`src/hdl/sfd_pkg.sv`:
```
// Shared types and constants for the sync-framed deframer with Fletcher-16 check.
// No dependencies.
package sfd_pkg;

  localparam int unsigned ByteW = 8;
  localparam logic [ByteW-1:0] SumInit = 8'hff;
  localparam logic [ByteW-1:0] SyncReset = 8'haa;

  localparam logic KindPayload = 1'b0;
  localparam logic KindEnd = 1'b1;

  // frame parser phases, one-hot
  typedef enum logic [6:0] {
    PH_SYNC1 = 7'b0000001,
    PH_SYNC2 = 7'b0000010,
    PH_TYPE  = 7'b0000100,
    PH_LEN   = 7'b0001000,
    PH_DATA  = 7'b0010000,
    PH_SUM2  = 7'b0100000,
    PH_SUM1  = 7'b1000000
  } phase_e;

  // one result record
  typedef struct packed {
    logic             checksum_ok;
    logic [ByteW-1:0] frame_length;
    logic [ByteW-1:0] byte_index;
    logic [ByteW-1:0] frame_type;
    logic [ByteW-1:0] data_byte;
    logic             kind;
    logic             last;
  } rec_t;

  // checksum unit control
  typedef struct packed {
    logic en;       // fold this byte in
    logic restart;  // start from SumInit before folding
  } sum_ctl_t;

endpackage

```
`src/hdl/sfd_fletch.sv`:
```
// Fletcher-16 running sums with end-around-carry folding into 1..255.
// Depends on sfd_pkg.
module sfd_fletch import sfd_pkg::*; (
  input  logic             clk_i,
  input  logic             rst_ni,
  input  sum_ctl_t         ctl_i,
  input  logic [ByteW-1:0] byte_i,
  output logic [ByteW-1:0] sum1_o,
  output logic [ByteW-1:0] sum2_o
);

  logic [ByteW-1:0] sum1_q, sum1_d, sum2_q, sum2_d;
  logic [ByteW-1:0] base1, base2;
  logic [ByteW:0]   raw1, raw2;

  always_comb begin
    base1  = ctl_i.restart ? SumInit : sum1_q;
    base2  = ctl_i.restart ? SumInit : sum2_q;
    raw1   = {1'b0, base1} + {1'b0, byte_i};
    sum1_d = raw1[ByteW-1:0] + {{(ByteW-1){1'b0}}, raw1[ByteW]};
    raw2   = {1'b0, base2} + {1'b0, sum1_d};
    sum2_d = raw2[ByteW-1:0] + {{(ByteW-1){1'b0}}, raw2[ByteW]};
  end

  always_ff @(posedge clk_i or negedge rst_ni) begin
    if (!rst_ni) begin
      sum1_q <= SumInit;
      sum2_q <= SumInit;
    end else if (ctl_i.en) begin
      sum1_q <= sum1_d;
      sum2_q <= sum2_d;
    end
  end

  assign sum1_o = sum1_q;
  assign sum2_o = sum2_q;

endmodule

```
`src/hdl/sfd_parse.sv`:
```
// Frame parser: sync hunt, header capture, payload indexing, checksum compare.
// Depends on sfd_pkg and sfd_fletch.
module sfd_parse import sfd_pkg::*; (
  input  logic             clk_i,
  input  logic             rst_ni,
  input  logic             step_i,
  input  logic [ByteW-1:0] byte_i,
  input  logic [ByteW-1:0] sync_byte_i,
  output logic             res_valid_o,
  output rec_t             rec_o
);

  phase_e           phase_q, phase_d;
  logic [ByteW-1:0] type_q, type_d, len_q, len_d, cnt_q, cnt_d, rsum2_q, rsum2_d;
  logic [ByteW-1:0] cnt_inc, sum1, sum2;
  sum_ctl_t         sum_ctl;

  sfd_fletch u_fletch (
    .clk_i  (clk_i),
    .rst_ni (rst_ni),
    .ctl_i  (sum_ctl),
    .byte_i (byte_i),
    .sum1_o (sum1),
    .sum2_o (sum2)
  );

  assign cnt_inc = cnt_q + 8'd1;

  always_comb begin
    phase_d     = phase_q;
    type_d      = type_q;
    len_d       = len_q;
    cnt_d       = cnt_q;
    rsum2_d     = rsum2_q;
    sum_ctl     = '0;
    res_valid_o = 1'b0;
    rec_o       = '0;
    rec_o.frame_type   = type_q;
    rec_o.frame_length = len_q;
    unique case (phase_q)
      PH_SYNC2: begin
        phase_d = (byte_i == sync_byte_i) ? PH_TYPE : PH_SYNC1;
      end
      PH_TYPE: begin
        type_d          = byte_i;
        sum_ctl.en      = step_i;
        sum_ctl.restart = 1'b1;
        phase_d         = PH_LEN;
      end
      PH_LEN: begin
        len_d      = byte_i;
        cnt_d      = '0;
        sum_ctl.en = step_i;
        phase_d    = (byte_i == '0) ? PH_SUM2 : PH_DATA;
      end
      PH_DATA: begin
        sum_ctl.en       = step_i;
        res_valid_o      = step_i;
        rec_o.kind       = KindPayload;
        rec_o.data_byte  = byte_i;
        rec_o.byte_index = cnt_q;
        if (cnt_inc == len_q) begin
          phase_d = PH_SUM2;
        end else begin
          cnt_d = cnt_inc;
        end
      end
      PH_SUM2: begin
        rsum2_d = byte_i;
        phase_d = PH_SUM1;
      end
      PH_SUM1: begin
        res_valid_o       = step_i;
        rec_o.kind        = KindEnd;
        rec_o.last        = 1'b1;
        rec_o.checksum_ok = (rsum2_q == sum2) && (byte_i == sum1);
        phase_d           = PH_SYNC1;
      end
      default: begin  // first sync and any unused code
        phase_d = (byte_i == sync_byte_i) ? PH_SYNC2 : PH_SYNC1;
      end
    endcase
  end

  always_ff @(posedge clk_i or negedge rst_ni) begin
    if (!rst_ni) begin
      phase_q <= PH_SYNC1;
      type_q  <= '0;
      len_q   <= '0;
      cnt_q   <= '0;
      rsum2_q <= '0;
    end else if (step_i) begin
      phase_q <= phase_d;
      type_q  <= type_d;
      len_q   <= len_d;
      cnt_q   <= cnt_d;
      rsum2_q <= rsum2_d;
    end
  end

endmodule

```
`src/hdl/sync_frame_deframer_fletcher16.sv`:
```
// Sync-framed byte stream deframer with Fletcher-16 check (top level).
// Path from input request to result request: input register, then result register.
// Throughput: one byte per cycle while the result slot can take it; the parser,
// both folded adds and the sum compare are combinational between the two registers.
// Reset (async, active low): hunt for first sync, sums 0xff, sync byte 0xaa.
// Depends on sfd_pkg, sfd_parse, sfd_fletch.
module sync_frame_deframer_fletcher16 import sfd_pkg::*; (
  input  logic        clk_i,
  input  logic        rst_ni,
  // configuration: sync byte value
  input  logic        cfg_we_i,
  input  logic [7:0]  cfg_wdata_i,
  // received bytes
  input  logic        s_axis_tvalid,
  output logic        s_axis_tready,
  input  logic [7:0]  s_axis_tdata,   // [7:0] rx_byte
  // frame records
  output logic        m_axis_tvalid,
  input  logic        m_axis_tready,
  output logic [39:0] m_axis_tdata,   // [7:0] data_byte, [15:8] frame_type,
                                      // [23:16] byte_index, [31:24] frame_length,
                                      // [32] checksum_ok, [39:33] zero
  output logic        m_axis_tuser,   // [0] kind
  output logic        m_axis_tlast
);

  logic [ByteW-1:0] sync_q;
  logic             in_vld_q;
  logic [ByteW-1:0] in_byte_q;
  logic             out_vld_q;
  rec_t             out_rec_q;
  logic             out_free, step, res_valid;
  rec_t             rec;

  // The result slot frees when empty or drained this cycle; the held byte
  // moves through the parser whenever the slot can take its result.
  assign out_free      = !out_vld_q || m_axis_tready;
  assign step          = in_vld_q && out_free;
  assign s_axis_tready = !in_vld_q || out_free;

  always_ff @(posedge clk_i or negedge rst_ni) begin
    if (!rst_ni) begin
      sync_q <= SyncReset;
    end else if (cfg_we_i) begin
      sync_q <= cfg_wdata_i;
    end
  end

  // input register
  always_ff @(posedge clk_i or negedge rst_ni) begin
    if (!rst_ni) begin
      in_vld_q <= 1'b0;
    end else if (s_axis_tready) begin
      in_vld_q <= s_axis_tvalid;
    end
  end

  always_ff @(posedge clk_i) begin
    if (s_axis_tready && s_axis_tvalid) begin
      in_byte_q <= s_axis_tdata;
    end
  end

  sfd_parse u_parse (
    .clk_i       (clk_i),
    .rst_ni      (rst_ni),
    .step_i      (step),
    .byte_i      (in_byte_q),
    .sync_byte_i (sync_q),
    .res_valid_o (res_valid),
    .rec_o       (rec)
  );

  // result register
  always_ff @(posedge clk_i or negedge rst_ni) begin
    if (!rst_ni) begin
      out_vld_q <= 1'b0;
    end else if (out_free) begin
      out_vld_q <= res_valid;
    end
  end

  always_ff @(posedge clk_i) begin
    if (out_free && res_valid) begin
      out_rec_q <= rec;
    end
  end

  assign m_axis_tvalid = out_vld_q;
  assign m_axis_tdata  = {7'd0, out_rec_q.checksum_ok, out_rec_q.frame_length,
                          out_rec_q.byte_index, out_rec_q.frame_type,
                          out_rec_q.data_byte};
  assign m_axis_tuser  = out_rec_q.kind;
  assign m_axis_tlast  = out_rec_q.last;

endmodule

```
`config.mk`:
```
export PLATFORM = sky130hd
export DESIGN_NAME = sync_frame_deframer_fletcher16
export DESIGN_NICKNAME = d
export VERILOG_FILES = /design/src/hdl/sfd_pkg.sv /design/src/hdl/sfd_fletch.sv /design/src/hdl/sfd_parse.sv /design/src/hdl/sync_frame_deframer_fletcher16.sv
export SDC_FILE = /design/constraint.sdc
export NUM_CORES = 1
export LEC_CHECK = 0
export BUFFER_PORTS_ARGS = -buffer_cell sky130_fd_sc_hd__buf_2
export CORE_MARGIN = 5
export CORE_UTILIZATION = 40
export CTS_BUF_LIST = sky130_fd_sc_hd__clkbuf_8 sky130_fd_sc_hd__clkbuf_16
export DETAILED_ROUTE_END_ITERATION = 10
export GPL_TIMING_DRIVEN = 0
export PLACE_DENSITY_LB_ADDON = 0.08
export SLEW_MARGIN = 15
export SYNTH_ARGS = -nofsm -noshare
export SYNTH_HDL_FRONTEND = slang
export SYNTH_SLANG_ARGS = --single-unit
```
`constraint.sdc`:
```
create_clock -name clk_i -period 12.4 [get_ports clk_i]
set_input_delay 1.24 -clock clk_i [delete_from_list [all_inputs] [get_ports clk_i]]
set_output_delay 1.24 -clock clk_i [all_outputs]
set_load 0.02 [all_outputs]
```
# --- Word level (Yosys, flattened, before mapping) ---
# Index checks and enable logic that the tools add are counted.
totals:
  input_bits: 21
  word_cells: 64
  register_bits: 107
  out_inout_bits: 44
op_classes:
  n_mux: 13
  eq_ne: 12
  reduce_logical: 17
  add_sub_neg: 5
ops:
  columns: ["operator", "count"]
  rows:
  - ["7-bit one-hot mux with 6 select lines", 1]
  - ["8-bit == test", 4]
  - ["8-bit 2-to-1 mux", 3]
  - ["8-bit by 8-bit adder with 9-bit output", 2]
  - ["8-bit by 1-bit adder with 8-bit output", 2]
  - ["8-bit one-hot mux with 2 select lines", 1]
  - ["8-bit by 1-bit adder with 8-bit output, second input constant", 1]
  - ["8-bit logical NOT", 1]
  - ["2-bit AND reduction", 4]
  - ["7-bit by 2-bit == test with 1-bit output, second input constant", 1]
  - ["7-bit by 3-bit == test with 1-bit output, second input constant", 1]
  - ["7-bit by 4-bit == test with 1-bit output, second input constant", 1]
  - ["7-bit by 5-bit == test with 1-bit output, second input constant", 1]
  - ["7-bit by 6-bit == test with 1-bit output, second input constant", 1]
  - ["7-bit == test, second input constant", 1]
  - ["7-bit 2-to-1 mux", 1]
  - ["6-bit 2-to-1 mux", 1]
  - ["1-bit logical AND", 4]
  - ["1-bit 2-to-1 mux", 4]
  - ["3-bit 2-to-1 mux", 1]
  - ["3-bit AND reduction", 1]
  - ["3-bit OR reduction", 1]
  - ["1-bit logical NOT", 2]
  - ["1-bit logical OR", 2]
  - ["other kinds (5)", 5]

# --- Logic depth before layout (Yosys ltp) ---
# Gate-level depths: netlist (run 1).
logic_depth:
  ltp_word: 7
  ltp_mapped: 32
  depth_no_buf: 30

# --- Modules after synthesis ---
# From an unflattened synthesis (run 1), not the netlist that was laid out.
hier_totals:
  cells_unflattened: 513
  hier_area_um2: 5918.2
by_module_without_submodules:
  columns: ["module", "seq_area_each_um2", "area_per_inst_um2", "instances", "cells_per_inst"]
  rows:
  - ["sfd_parse", 977.2, 2356.0, 1, 239]
  - ["sfd_fletch", 420.4, 1783.0, 1, 197]
  - ["sync_frame_deframer_fletcher16", 1546.5, 1779.2, 1, 77]

# --- Least setup slack after synthesis (run 1) ---
# OpenSTA, ideal clock, no wires.
synth_timing:
  path_kind: "flip-flop to flip-flop"
  startpoint: "reg u_parse.phase_q[0]"
  endpoint: "reg u_parse.u_fletch.sum2_q[7], in the netlist u_parse.u_fletch.sum2_o[7]"
  slack_ns: 6.330
  synth_period_minus_slack_ns: 6.070
  required_ns: 12.314
  path_buffers: 1
  setup_time_ns: 0.086
  t_arrival_ns: 5.984
  stages_incl_launch_ff: 30
  cell_sequence: "dfstp_2 -> nor2_1 -> nand3_1 -> clkbuf_1 -> nand2b_1 -> ha_1 -> fa_1 -> a211oi_2 -> o21bai_1 -> a21oi_1 -> o21bai_1 -> a21o_1 -> ha_1 -> ha_1 -> inv_1 -> fa_1 -> nor2b_1 -> o21ai_1 -> a21boi_1 -> a221o_1 -> a21o_1 -> a21o_1 -> ha_1 -> and3_1 -> nor4b_1 -> nand2_1 -> a211oi_1 -> o21ai_1 -> and3b_1 -> o31ai_2"
synth_between:
  elab_chain_len: 7
  elab_cells_between_ends: 12
  cone_classes: "add/sub (4); eq/ne (3); mux (4); reduce/logical (1)"
synth_rtl:
  columns: ["element", "line_no", "text"]
  rows:
  - ["start, declared", "sfd_parse.sv:13", "phase_e phase_q, phase_d;"]
  - ["start signal, assigned", "sfd_parse.sv:93", "phase_q <= phase_d;"]
  - ["7-bit by 3-bit == test with 1-bit output", "sfd_parse.sv:40", "unique case (phase_q)"]
  - ["1-bit 2-to-1 mux", "sfd_parse.sv:40", null]
  - ["8-bit 2-to-1 mux", "sfd_fletch.sv:17", "base1 = ctl_i.restart ? SumInit : sum1_q;"]
  - ["8-bit by 8-bit adder with 9-bit output", "sfd_fletch.sv:19", "raw1 = {1'b0, base1} + {1'b0, byte_i};"]
  - ["8-bit by 1-bit adder with 8-bit output", "sfd_fletch.sv:20", "sum1_d = raw1[ByteW-1:0] + {{(ByteW-1){1'b0}}, raw1[ByteW]};"]
  - ["net u_parse.u_fletch.sum1_d[1]", "sfd_fletch.sv:12", "logic [ByteW-1:0] sum1_q, sum1_d, sum2_q, sum2_d;"]
  - ["8-bit by 8-bit adder with 9-bit output", "sfd_fletch.sv:21", "raw2 = {1'b0, base2} + {1'b0, sum1_d};"]
  - ["8-bit by 1-bit adder with 8-bit output", "sfd_fletch.sv:22", "sum2_d = raw2[ByteW-1:0] + {{(ByteW-1){1'b0}}, raw2[ByteW]};"]
  - ["end signal, assigned", "sfd_fletch.sv:28", "sum2_q <= SumInit;"]
  - ["end signal, assigned", "sfd_fletch.sv:31", "sum2_q <= sum2_d;"]
  - ["end, declared", "sfd_fletch.sv:12", null]
# The timed path passes the listed nets, and every way through them passes these cells.
# A chain may end at the register's enable or synchronous reset.

# --- Final worst setup path (run 1) ---
layout_timing:
  startpoint: "reg u_parse.phase_q[4]"
  endpoint: "reg u_parse.u_fletch.sum2_q[7], in the netlist u_parse.u_fletch.sum2_o[7]"
# The elaborated chain is that of the path after synthesis.

==> results of run 1 <==
-- final cells by class --
cell class / instances / area, µm² / share of cell area (%)
buffer: 25 / 126.4 / 1.946
clock buffer: 10 / 239.0 / 3.681
clock inverter: 6 / 58.81 / 0.9058
inverter: 13 / 48.80 / 0.7516
multi-input combinational: 338 / 2577 / 39.70
sequential: 107 / 2914 / 44.88
tap: 180 / 225.2 / 3.469
timing repair buffer: 57 / 302.8 / 4.664
-- synthesized netlist by cell type (all sizes together) (3+ instances only) --
cell type | n | area [µm²]
nor2 | 32 | 120.1
mux2 | 42 | 473.0
clkbuf | 14 | 52.55
o31ai | 3 | 27.52
nand2 | 22 | 82.58
dfstp | 21 | 551.8
dfrtp | 44 | 1101
a21o | 6 | 45.04
a21boi | 3 | 22.52
xnor2 | 21 | 183.9
a21oi | 14 | 70.07
and2 | 21 | 131.4
edfxtp | 42 | 1261
a211oi | 5 | 55.05
inv | 13 | 48.79
nand3 | 13 | 65.06
nand2b | 19 | 118.9
o21ai | 18 | 93.84
nand4 | 4 | 25.02
xor2 | 35 | 306.5
ha | 21 | 262.8
nor4 | 12 | 102.6
and3 | 4 | 25.02
o21bai | 4 | 30.03
nor3 | 3 | 15.01
buf | 11 | 73.82
-- power groups by stage --
stage / logic, W / registers [W] / clock network (W)
CTS: 0.0000516 / 0.000382 / 0.000297
detailed placement: 0.0000512 / 0.000389 / 0
finish: 0.0000505 / 0.000382 / 0.000287
floorplan: 0.0000335 / 0.000387 / 0
global placement: 0.0000491 / 0.000389 / 0
global route: 0.0000564 / 0.000383 / 0.000312
-- layout by cell type, fill, tap and decap left out, types with 14 or more instances in the layout --
cell,synthesis,final
nor2_1,32,32
and2_1,21,21
dfstp_2,21,21
xnor2_1,21,21
clkbuf_1,14,14
buf_2,2,57
edfxtp_1,42,42
nand2b_1,19,19
a21oi_1,14,14
mux2_2,42,42
nand2_1,22,22
xor2_1,35,35
dfrtp_1,44,44
ha_1,21,21
-- critical path: cells and delay by family (launching register included) --
family / cells / cell delay (ns)
AND/OR/NAND/NOR: 8 / 1.79
adder cells (fa/ha/maj): 6 / 1.90
flip-flops: 1 / 0.32
buffers and inverters: 3 / 0.79
AO/OA/AOI/OAI: 13 / 2.45
-- cell families after synthesis --
group / Yosys count / synth area share, %
simple gates: 142 / 13.88
buf+inv: 38 / 3.103
mux: 42 / 8.379
compound gates: 67 / 8.446
other cells: 1 / 0.06644
fa+ha+maj: 23 / 5.365
flops: 107 / 51.63
xor+xnor: 57 / 9.133
-- stage by stage --
| step | std cells | setup slack, ns | hold WS, ns | total power (W) |
|---|---|---|---|---|
| 6_report | 736 | 5.043 | 0.4443 | 0.0007193 |
| 5_1_grt | 736 | 4.418 | 0.4619 | 0.0007515 |
| 4_1_cts | 736 | 5.004 | 0.4504 | 0.0007304 |
| 3_5_place_dp | 720 | 5.035 | 0.4341 | 0.0004404 |
| 3_3_place_gp | 719 | 5.124 | 0.4303 | 0.0004380 |
| 2_1_floorplan | 483 | 6.330 | 0.4194 | 0.0004208 |
-- path summary, 6_finish.rpt --
path	from	to	depth (start not counted)
max in group asynchronous	rst_ni	u_parse.u_fletch.sum1_o[2]$_DFFE_PN1P_	2
max reg2reg	u_parse.phase_q[4]$_DFFE_PN0P_	u_parse.u_fletch.sum2_o[7]$_DFFE_PN1P_	30
max	u_parse.phase_q[4]$_DFFE_PN0P_	u_parse.u_fletch.sum2_o[7]$_DFFE_PN1P_	30
min reg2reg	u_parse.type_q[6]$_DFFE_PN0P_	m_axis_tdata[14]$_DFFE_PP_	0
min in group asynchronous	rst_ni	sync_q[4]$_DFFE_PN0P_	1
min	u_parse.type_q[6]$_DFFE_PN0P_	m_axis_tdata[14]$_DFFE_PP_	0
-- per-layer routing --
layer | global-route usage (%) | vias to the layer above
li1 | - | 1839
met1 | 22.01 | 1829
met2 | 26.25 | 46
met3 | 2.159 | 10
met4 | 5.312 | 0
met5 | 0 | -
-- registers in the layout, indices dropped and copies added (netlist names), 7 cells and up --
| name | flops |
|---|---|
| in_byte_q | 8 |
| m_axis_tdata | 33 |
| sync_q | 8 |
| u_parse.cnt_q | 8 |
| u_parse.len_q | 8 |
| u_parse.phase_q | 7 |
| u_parse.rsum2_q | 8 |
| u_parse.type_q | 8 |
| u_parse.u_fletch.sum1_o | 8 |
| u_parse.u_fletch.sum2_o | 8 |
==> impl_results.md, run 1 <==
- Drc violations: 0
- Switch share: 22.36%
- Post-layout net count: 595
- Routed WL: 12690 µm
- RSZ-0062 raised after global routing: no
- Reg clk slew, reported paths: 0.07 ns
- Seq pwr share: 53.1%
- Routed Antenna Nets: 0
- Slew Viols, Final: 0
- Final Util: 46.77%
- Worst Path Max Fanout: 10
- Post-cts resize count: 0
- Root Driver: clkbuf_16
- DR WL met2: 6162 µm
- Clk_skew: 0.007487 ns
- M1 WL: 5984 µm
- DR top layer: met4
- Syn-to-layout area delta: 15.03%
- Min-delay worst type: flop to flop
- Synth Cell Area: 5644 µm²
- Vias: 3724
- Port buffer count: 56
- Starting DRT DRC Count: 242
- Rows: 43
- Net switching power: 0.0001608 W
- Fill cell count: 1302
- Seq cells post-synth: 107
- Clock sink total: 107
- Die height: 128.8 µm
- Final instance area: 6492 µm²
- Synth warn: 0
- TNS Setup: 0 ns
- PD cells: 110.8 nW/µm²
- Slew margin rel.: 35.25%
- Share of layout cells above drive strength 1: 28.24%
- Distinct cells, synth: 60
- Worst slew pin tran: 0.9632 ns
- Crit Path Category: flop to flop
- Area post-placement: 6195 µm²
- Critical Path Slowest Stage Cell: clkbuf_1
- Pleak: 2.911 nW
- Drt wl/cell: 17.25 µm
- Delay of the slowest critical-path stage: 0.52 ns
- # setup viols final: 0
- Ys async rst share: 60.75%
- Synth Flop Type: dfrtp_1
- Minimum clock period: 7.357 ns
- Wire length on met3: 390 µm
- Cells after synthesis: 477
- CTS tree: built
- Register area share after synthesis: 51.63%
- Startpoint types: flop
- CTS buffer count: 9
- Status: complete, no violations
- Clock buffer depth: 2
- Clock share of power: 39.9%
- Worst skew pair latency: 0.34 ns
- Setup crit end kind: flop
- Int Power: 0.0005584 W
- R2R Setup Slk: 5.04 ns
- Core area: 13880 µm²
- DP Wirelength: 9407 µm
- First-pass GRT wire length: 20310 µm
- Hold-fix buffers, CTS: 0
- Vias/cell: 5.060
- Largest net degree at the start of global routing: 36
- Worst vdd ir: 0.05655 mV
- Critical Path RT: 12.66 ns
- IO Pins: 65
- Die X: 128.8 µm
- Worst EP arrival: 7.62 ns
- Routability cong.: 0.8004
- # diodes: 0
- Most used cell, CP: ha_1
- GR Overflow Total: 0
- Period utilization: 59.33%
- Endpoints failing hold: 0
- Max cap viols: 0
- Drt first pass iters: 4
- Vias in the first global route: 3760
- Initial antenna violation count: 0
- Avg Inst Size Synth: 11.83 µm²
- Initial Utilization: 40.66%
- Die Area: 16590 µm²
- H-Tree Depth: 3
- GRT Overall Usage: 16.02%
- Post-CTS Setup Inserts: 0
- Combinational Power Share: 7.0%
- Post-synth EDFFs: 42
- FMAX: 135.9 MHz
No activity file was read; power rests on OpenSTA's default activity.
==> run 2: changes to the inputs <==
ABC_AREA = 1   (was default)
clock period = 6.8 ns   (was 12.4 ns; I/O delays follow)
==> run 2 against run 1 <==
  * Setup slack lost 4.2 ns
  * Wire length grew 2.9%
  * Highest routed layer unchanged
  * Flip-flop and latch count is the same
  * First-iteration DRC count shrank 2.9%
  * Clock skew grew 0.0030 ns
  * Final cell count grew 23%
  * Die area grew 0.49%
  * Sequential share of layout area shrank 0.45 points
  * Clock power grew 82%
  * Utilization grew 0.47 points
  * Maximum frequency grew 24%
  * Combinational power grew to 2.7 times the previous value
==> impl_results.md, run 2 <==
- RR Startpoint: u_parse.phase_q[5]$_DFFE_PN0P_
- Critical Path Slowest Stage Cell: fa_1
- TNS Setup: 0 ns
- Cells after synthesis: 646
- Status: complete, no violations
- H-Tree Depth: 3
- FMAX: 169.0 MHz
- FF-to-FF path depth: 32
- RSZ-0062 raised after global routing: no
- Vias: 4333
- Seq cells post-synth: 107
- Distinct cells, synth: 43
- Post-synth EDFFs: 42
- Most frequent cells in the layout: 177 x nand2_1, 87 x inv_1, 57 x buf_2, 50 x nor2_1, 45 x o21ai_0
- Synth top area share: 22.23%
- Endpoints failing hold: 0
- Startpoint types: flop
- Worst vdd ir: 0.1249 mV
- Synth Area in Adders: 5.336%
- Drc violations: 0
- Area contributors post-synth: edfxtp_1 22%, dfrtp_1 19%, nand2_1 12%, dfstp_2 9.7%, inv_1 5.7%
- Post-CTS Setup Inserts: 0
- Reg clk slew, reported paths: 0.07 ns
- DP Wirelength: 9992 µm
- Period utilization: 87.03%
- Slew margin rel.: 45.73%
- Top-count cell post-synth: nand2_1
- GR Overflow Total: 0
- PD cells: 204.8 nW/µm²
- Avg Inst Size Synth: 8.784 µm²
- Crit Path Category: flop to flop
- Root Driver: clkbuf_16
- Register area share after synthesis: 51.36%
- Initial antenna violation count: 0
- Max cap viols: 0
- First-pass GRT wire length: 21630 µm
- Minimum clock period: 5.918 ns
- Synth Area in Compound Gates: 7.277%
- Min-delay worst type: primary input to asynchronous set/reset pin
- Synth Cell Area: 5674 µm²
- Worst skew pair latency: 0.36 ns
- Slew Viols, Final: 0
- Core area: 13880 µm²
- Routed Antenna Nets: 0
- Hold-fix buffers, CTS: 0
- Met3 Resource Use GR: 3.298%
- # setup viols final: 0
- Clk_skew: 0.01049 ns
- Clock buffer depth: 2
- Synth warn: 0
- Post-synth top cells: 177 x nand2_1, 86 x inv_1, 51 x nor2_1, 45 x o21ai_0, 44 x dfrtp_1
- Rows: 43
- Post-cts resize count: 0
- Die height: 129.1 µm
- Worst Path Max Fanout: 10
- Initial Utilization: 40.88%
- Worst EP arrival: 6.19 ns
- Synth area leader: edfxtp_1
- Final hold slack: 0.2277 ns
- Setup crit end kind: flop
- Clock sink total: 107
- CTS buffer count: 9
- IO Pins: 65
- Port buffer count: 57
- Delay of the slowest critical-path stage: 0.47 ns
- GR peak layer: met2
- Die X: 129.1 µm
- Pleak: 3.124 nW
- Largest net degree at the start of global routing: 42
- Drt wl/cell: 14.40 µm
- Routed WL: 13060 µm
- Critical Path Source: u_parse.phase_q[5]$_DFFE_PN0P_
- Largest family of logic cells by synthesized area: simple AND/OR/NAND/NOR gates
- CTS tree: built
- Post-layout net count: 766
- # diodes: 0
- Multiplexer share of the synthesized area: 0.3969%
- Final Util: 47.24%
- Ys async rst share: 60.75%
- Synth Flop Type: dfrtp_1
- Die Area: 16670 µm²
- Post-synthesis simple-gate area fraction: 23.64%
- DP Worst Slack: 0.9323 ns
- GRT Overall Usage: 16.73%
- Synth Area in XOR/XNOR: 4.300%
- R2R Setup Slk: 0.88 ns
- Drt first pass iters: 4
- Starting DRT DRC Count: 235
- Worst slew pin tran: 0.8067 ns
- Met1 Use GR: 21.15%
- Commonest non-fill, non-tap cell in the layout: nand2_1
- Syn-to-layout area delta: 15.57%
- Met2 Use GR: 28.32%
- Largest register FFs: 33
- Critical Path RT: 7.07 ns
- Routability cong.: 0.8295
- Setup ws final: 0.8819 ns
- Share of layout cells above drive strength 1: 18.71%
- Vias/cell: 4.777
- Vias in the first global route: 4370
## run 2: changes by cell type after synthesis, moves of 9 or more
| cell | before | now |
|---|---|---|
| or2_2 | 0 | 9 |
| nand2b_1 | 19 | 0 |
| inv_1 | 12 | 86 |
| nor2_1 | 32 | 51 |
| nand3_1 | 13 | 34 |
| o21ai_0 | 12 | 45 |
| nand2_1 | 22 | 177 |
| and2_1 | 21 | 0 |
| xor2_1 | 35 | 19 |
| mux2_2 | 42 | 2 |
| xnor2_1 | 21 | 7 |
## run 2: per-stage QoR
step	instances	cell area (µm²)	total power (W)
after floorplan	652	5697	0.0007902
final	907	6558	0.001343
after global placement	889	6207	0.0008294
after detailed placement	891	6265	0.0008342
after global routing	907	6558	0.001403
after CTS	907	6558	0.001358
## run 2: kinds of logic (layout without fill, tap and decap cells)
family / count (synthesis) / count (layout)
buf+inv: 105 / 180
fa+ha+maj: 23 / 23
mux: 2 / 2
simple gates: 306 / 306
flops: 107 / 107
other cells: 1 / 7
compound gates: 75 / 75
xor+xnor: 27 / 27
## run 2: per-layer routing
metal  part of all wire [%]  wire length, µm
met5                      0                0
met4                    2.1              272
met3                    3.9              514
met2                     48             6264
met1                     46             6012
## run 2: critical path: cells and delay by family (launching register included)
| kind | cells | cell delay (ns) |
|---|---|---|
| AND/OR/NAND/NOR | 13 | 1.60 |
| XOR/XNOR | 1 | 0.18 |
| AO/OA/AOI/OAI | 5 | 0.83 |
| buffers and inverters | 6 | 0.77 |
| flip-flops | 1 | 0.40 |
| adder cells (fa/ha/maj) | 7 | 2.06 |
## run 2: final timing paths
| path | endpoint |
|---|---|
| min | u_parse.type_q[0]$_DFFE_PN0P_ |
| max | u_parse.u_fletch.sum2_o[6]$_DFFE_PN1P_ |
| min reg2reg | m_axis_tdata[14]$_DFFE_PP_ |
| max reg2reg | u_parse.u_fletch.sum2_o[6]$_DFFE_PN1P_ |
| min in group clk_i | m_axis_tdata[14]$_DFFE_PP_ |
| max in group asynchronous | u_parse.u_fletch.sum2_o[6]$_DFFE_PN1P_ |
## run 2: where the power goes
group	internal, W	switching [W]	total, W
registers	0.000679	0.00000847	0.000687
logic	0.0000471	0.0000868	0.000134
clock network	0.000285	0.000237	0.000522
## run 2: cell type report
cell class | count | area, µm²
fillers | 1356 | 7323
flip-flops and latches | 107 | 2914
multi-input cells | 440 | 2357
repair buffers | 59 | 335.3
inverters | 87 | 326.6
clock buffers | 9 | 225.2
well taps | 180 | 225.2
plain buffers | 18 | 106.4
clock inverters | 7 | 67.56
==> run 3: changes to the inputs <==
CORE_MARGIN = 2   (was 5)
SYNTH_HIERARCHICAL = 1   (was default)
==> run 3 against run 2 <==
  * Setup slack got worse by 0.20 ns
  * Worst hold slack got worse by 0.015 ns
  * Global-route usage increased by 2.0 points
  * Area after synthesis increased by 7.9%
  * First-iteration DRC count increased by 11%
  * Total power increased by 4.4%
  * Count of clock-buffer cells in the layout increased by 1
  * Utilization decreased by 0.62 points
  * Combinational power increased by 10%
  * Clock power increased by 5.9%
  * Design area increased by 7.3%
  * Sequential power increased by 2%
==> impl_results.md, run 3 <==
- Clock buffer depth: 2
- Routability cong.: 0.8832
- Delay of the slowest critical-path stage: 0.43 ns
- Die height: 127.7 µm
- Worst vdd ir: 0.1155 mV
- Synth Cell Area: 6120 µm²
- Register area share after synthesis: 48.11%
- FMAX: 163.6 MHz
- Vias/cell: 4.908
- Slew margin rel.: 57.92%
- Drc violations: 0
- CTS tree: built
- Post-synth top cells: 184 x nand2_1, 89 x inv_1, 52 x nor2_1, 44 x dfrtp_1
- Worst slew pin tran: 0.6312 ns
- Period utilization: 89.91%
- Rows: 45
- Crit Path Category: flop to flop
- Initial antenna violation count: 0
- Startpoint types: flop
- GRT Overall Usage: 18.78%
- Largest family of logic cells by synthesized area: simple AND/OR/NAND/NOR gates
- GR Overflow Total: 0
- Largest register FFs: 33
- First-pass GRT wire length: 23850 µm
- Port buffer count: 57
- Cells after synthesis: 706
- Setup crit end kind: flop
- Routed Antenna Nets: 0
- Slew Viols, Final: 0
- Hold-fix buffers, CTS: 0
- Post-CTS Setup Inserts: 0
- Die X: 127.7 µm
- Share of layout cells above drive strength 1: 23.00%
- Commonest non-fill, non-tap cell in the layout: nand2_1
- Min-delay worst type: primary input to asynchronous set/reset pin
- Endpoints failing hold: 0
- Clock sink total: 108
- DP Worst Slack: 0.7842 ns
- Syn-to-layout area delta: 14.97%
- Vias in the first global route: 4773
- Drt wl/cell: 14.77 µm
- Synth Area in Adders: 4.743%
- CTS buffer count: 9
- H-Tree Depth: 3
- Max cap viols: 0
- TNS Setup: 0 ns
- Starting DRT DRC Count: 262
- RSZ-0062 raised after global routing: no
- DP Wirelength: 10920 µm
- Post-synthesis simple-gate area fraction: 29.63%
- Synth Area in Compound Gates: 6.379%
- Minimum clock period: 6.114 ns
- PD cells: 199.2 nW/µm²
- Core area: 15090 µm²
- Worst Path Max Fanout: 10
- Synth top area share: 21.10%
- Critical Path Slowest Stage Cell: fa_1
- Routed WL: 14400 µm
- Status: complete, no violations
- Top-count cell post-synth: nand2_1
- Final Util: 46.63%
- Multiplexer share of the synthesized area: 0%
- Post-cts resize count: 0
- Distinct cells, synth: 40
- Setup ws final: 0.6861 ns
- Pleak: 3.408 nW
- Synth Area in XOR/XNOR: 3.292%
- Worst skew pair latency: 0.36 ns
- # setup viols final: 0
- Reg clk slew, reported paths: 0.08 ns
- Worst EP arrival: 6.41 ns
- Area contributors post-synth: edfxtp_1 21%, dfrtp_1 18%, nand2_1 11%, dfstp_2 9.0%, inv_1 5.5%
- Synth area leader: edfxtp_1
- Most frequent cells in the layout: 184 x nand2_1, 89 x inv_1, 56 x buf_2, 51 x nor2_1, 44 x dfrtp_1
- Die Area: 16300 µm²
- Critical Path RT: 7.10 ns
- Initial Utilization: 40.56%
- # diodes: 0
- Post-synth EDFFs: 43
- Vias: 4785
- IO Pins: 65
- Synth warn: 6
- Synth Flop Type: dfrtp_1
- Post-layout net count: 825
- Seq cells post-synth: 108
- Most used cell, CP: nand2_1
- Root Driver: clkbuf_16
- Clk_skew: 0.01093 ns
- Ys async rst share: 60.19%
- Avg Inst Size Synth: 8.668 µm²
- Drt first pass iters: 4
- Largest net degree at the start of global routing: 46
==> run 3: cell count changes after synthesis, sizes merged, moves of 3 or more <==
cell,before,now
o21ai,53,44
a21oi,12,16
nor4,6,1
nand3,35,59
inv,86,96
nor2,56,64
xnor2,7,13
nand2,183,210
nand3b,0,3
xor2,20,10
==> run 3: final timing paths <==
path,startpoint,end,slack [ns],depth (start not counted)
worst min register to register,u_parse/type_q[7]$_DFFE_PN0P_,m_axis_tdata[15]$_DFFE_PP_,0.45,0
max in group asynchronous,rst_ni,sync_q[1]$_DFFE_PN1P_,5.99,2
worst min-delay path,rst_ni,u_parse/type_q[0]$_DFFE_PN0P_,0.21,1
worst max-delay path,u_parse/phase_q[4]$_DFFE_PN0P_,u_parse/u_fletch/sum2_o[7]$_DFFE_PN1P_,0.69,39
min in group clk_i,u_parse/type_q[7]$_DFFE_PN0P_,m_axis_tdata[15]$_DFFE_PP_,0.45,0
worst max register to register,u_parse/phase_q[4]$_DFFE_PN0P_,u_parse/u_fletch/sum2_o[7]$_DFFE_PN1P_,0.69,39
==> run 3: logic make-up after synthesis <==
| kind of cell | count (synthesis) |
|---|---|
| other | 1 |
| buffers and inverters | 115 |
| xor gates and xnor gates | 23 |
| DFF | 108 |
| adders and majority gates | 22 |
| and+or+nand+nor | 365 |
| AOI/OAI and AO/OA | 72 |
==> run 3: metrics by stage <==
stage / hold WS, ns / instance area [µm²] / power (W) / cells
floorplan: 0.3844 / 6142 / 0.0008167 / 712
global placement: 0.4389 / 6663 / 0.0008576 / 957
detailed placement: 0.4388 / 6720 / 0.0008626 / 959
CTS: 0.2138 / 7036 / 0.001420 / 975
global route: 0.2196 / 7036 / 0.001468 / 975
finish: 0.2131 / 7036 / 0.001401 / 975
==> run 3: where the power goes <==
group	leakage [nW]	internal [W]	switching, W
clock	0.156	0.000303	0.000250
sequential	1.24	0.000688	0.0000124
combinational	2.02	0.0000539	0.0000944
==> run 3: area by class of cell <==
type / count / area [µm²]
well taps: 188 / 235.2
plain buffers: 19 / 116.4
clock inverters: 6 / 76.32
inverters: 96 / 360.3
flip-flops and latches: 108 / 2944
fillers: 1491 / 8054
multi-input cells: 489 / 2729
repair buffers: 59 / 335.3
clock buffers: 10 / 239.0
==> run 3: per-layer routing <==
layer,global-route usage (%),up-vias,share of wire [%]
met1,24.97,2271,48
met2,30.51,79,47
met3,3.840,11,3.2
met4,6.852,0,1.3
li1,-,2424,-
met5,0,-,0
==> run 3: worst max-delay path: cells and delay by family, from the launching register on <==
family          cells  cell delay, ns
simple gates       22            2.48
fa+ha+maj           6            1.53
buf+inv             7            1.06
flops               1            0.40
compound gates      3            0.40
xor+xnor            1            0.20
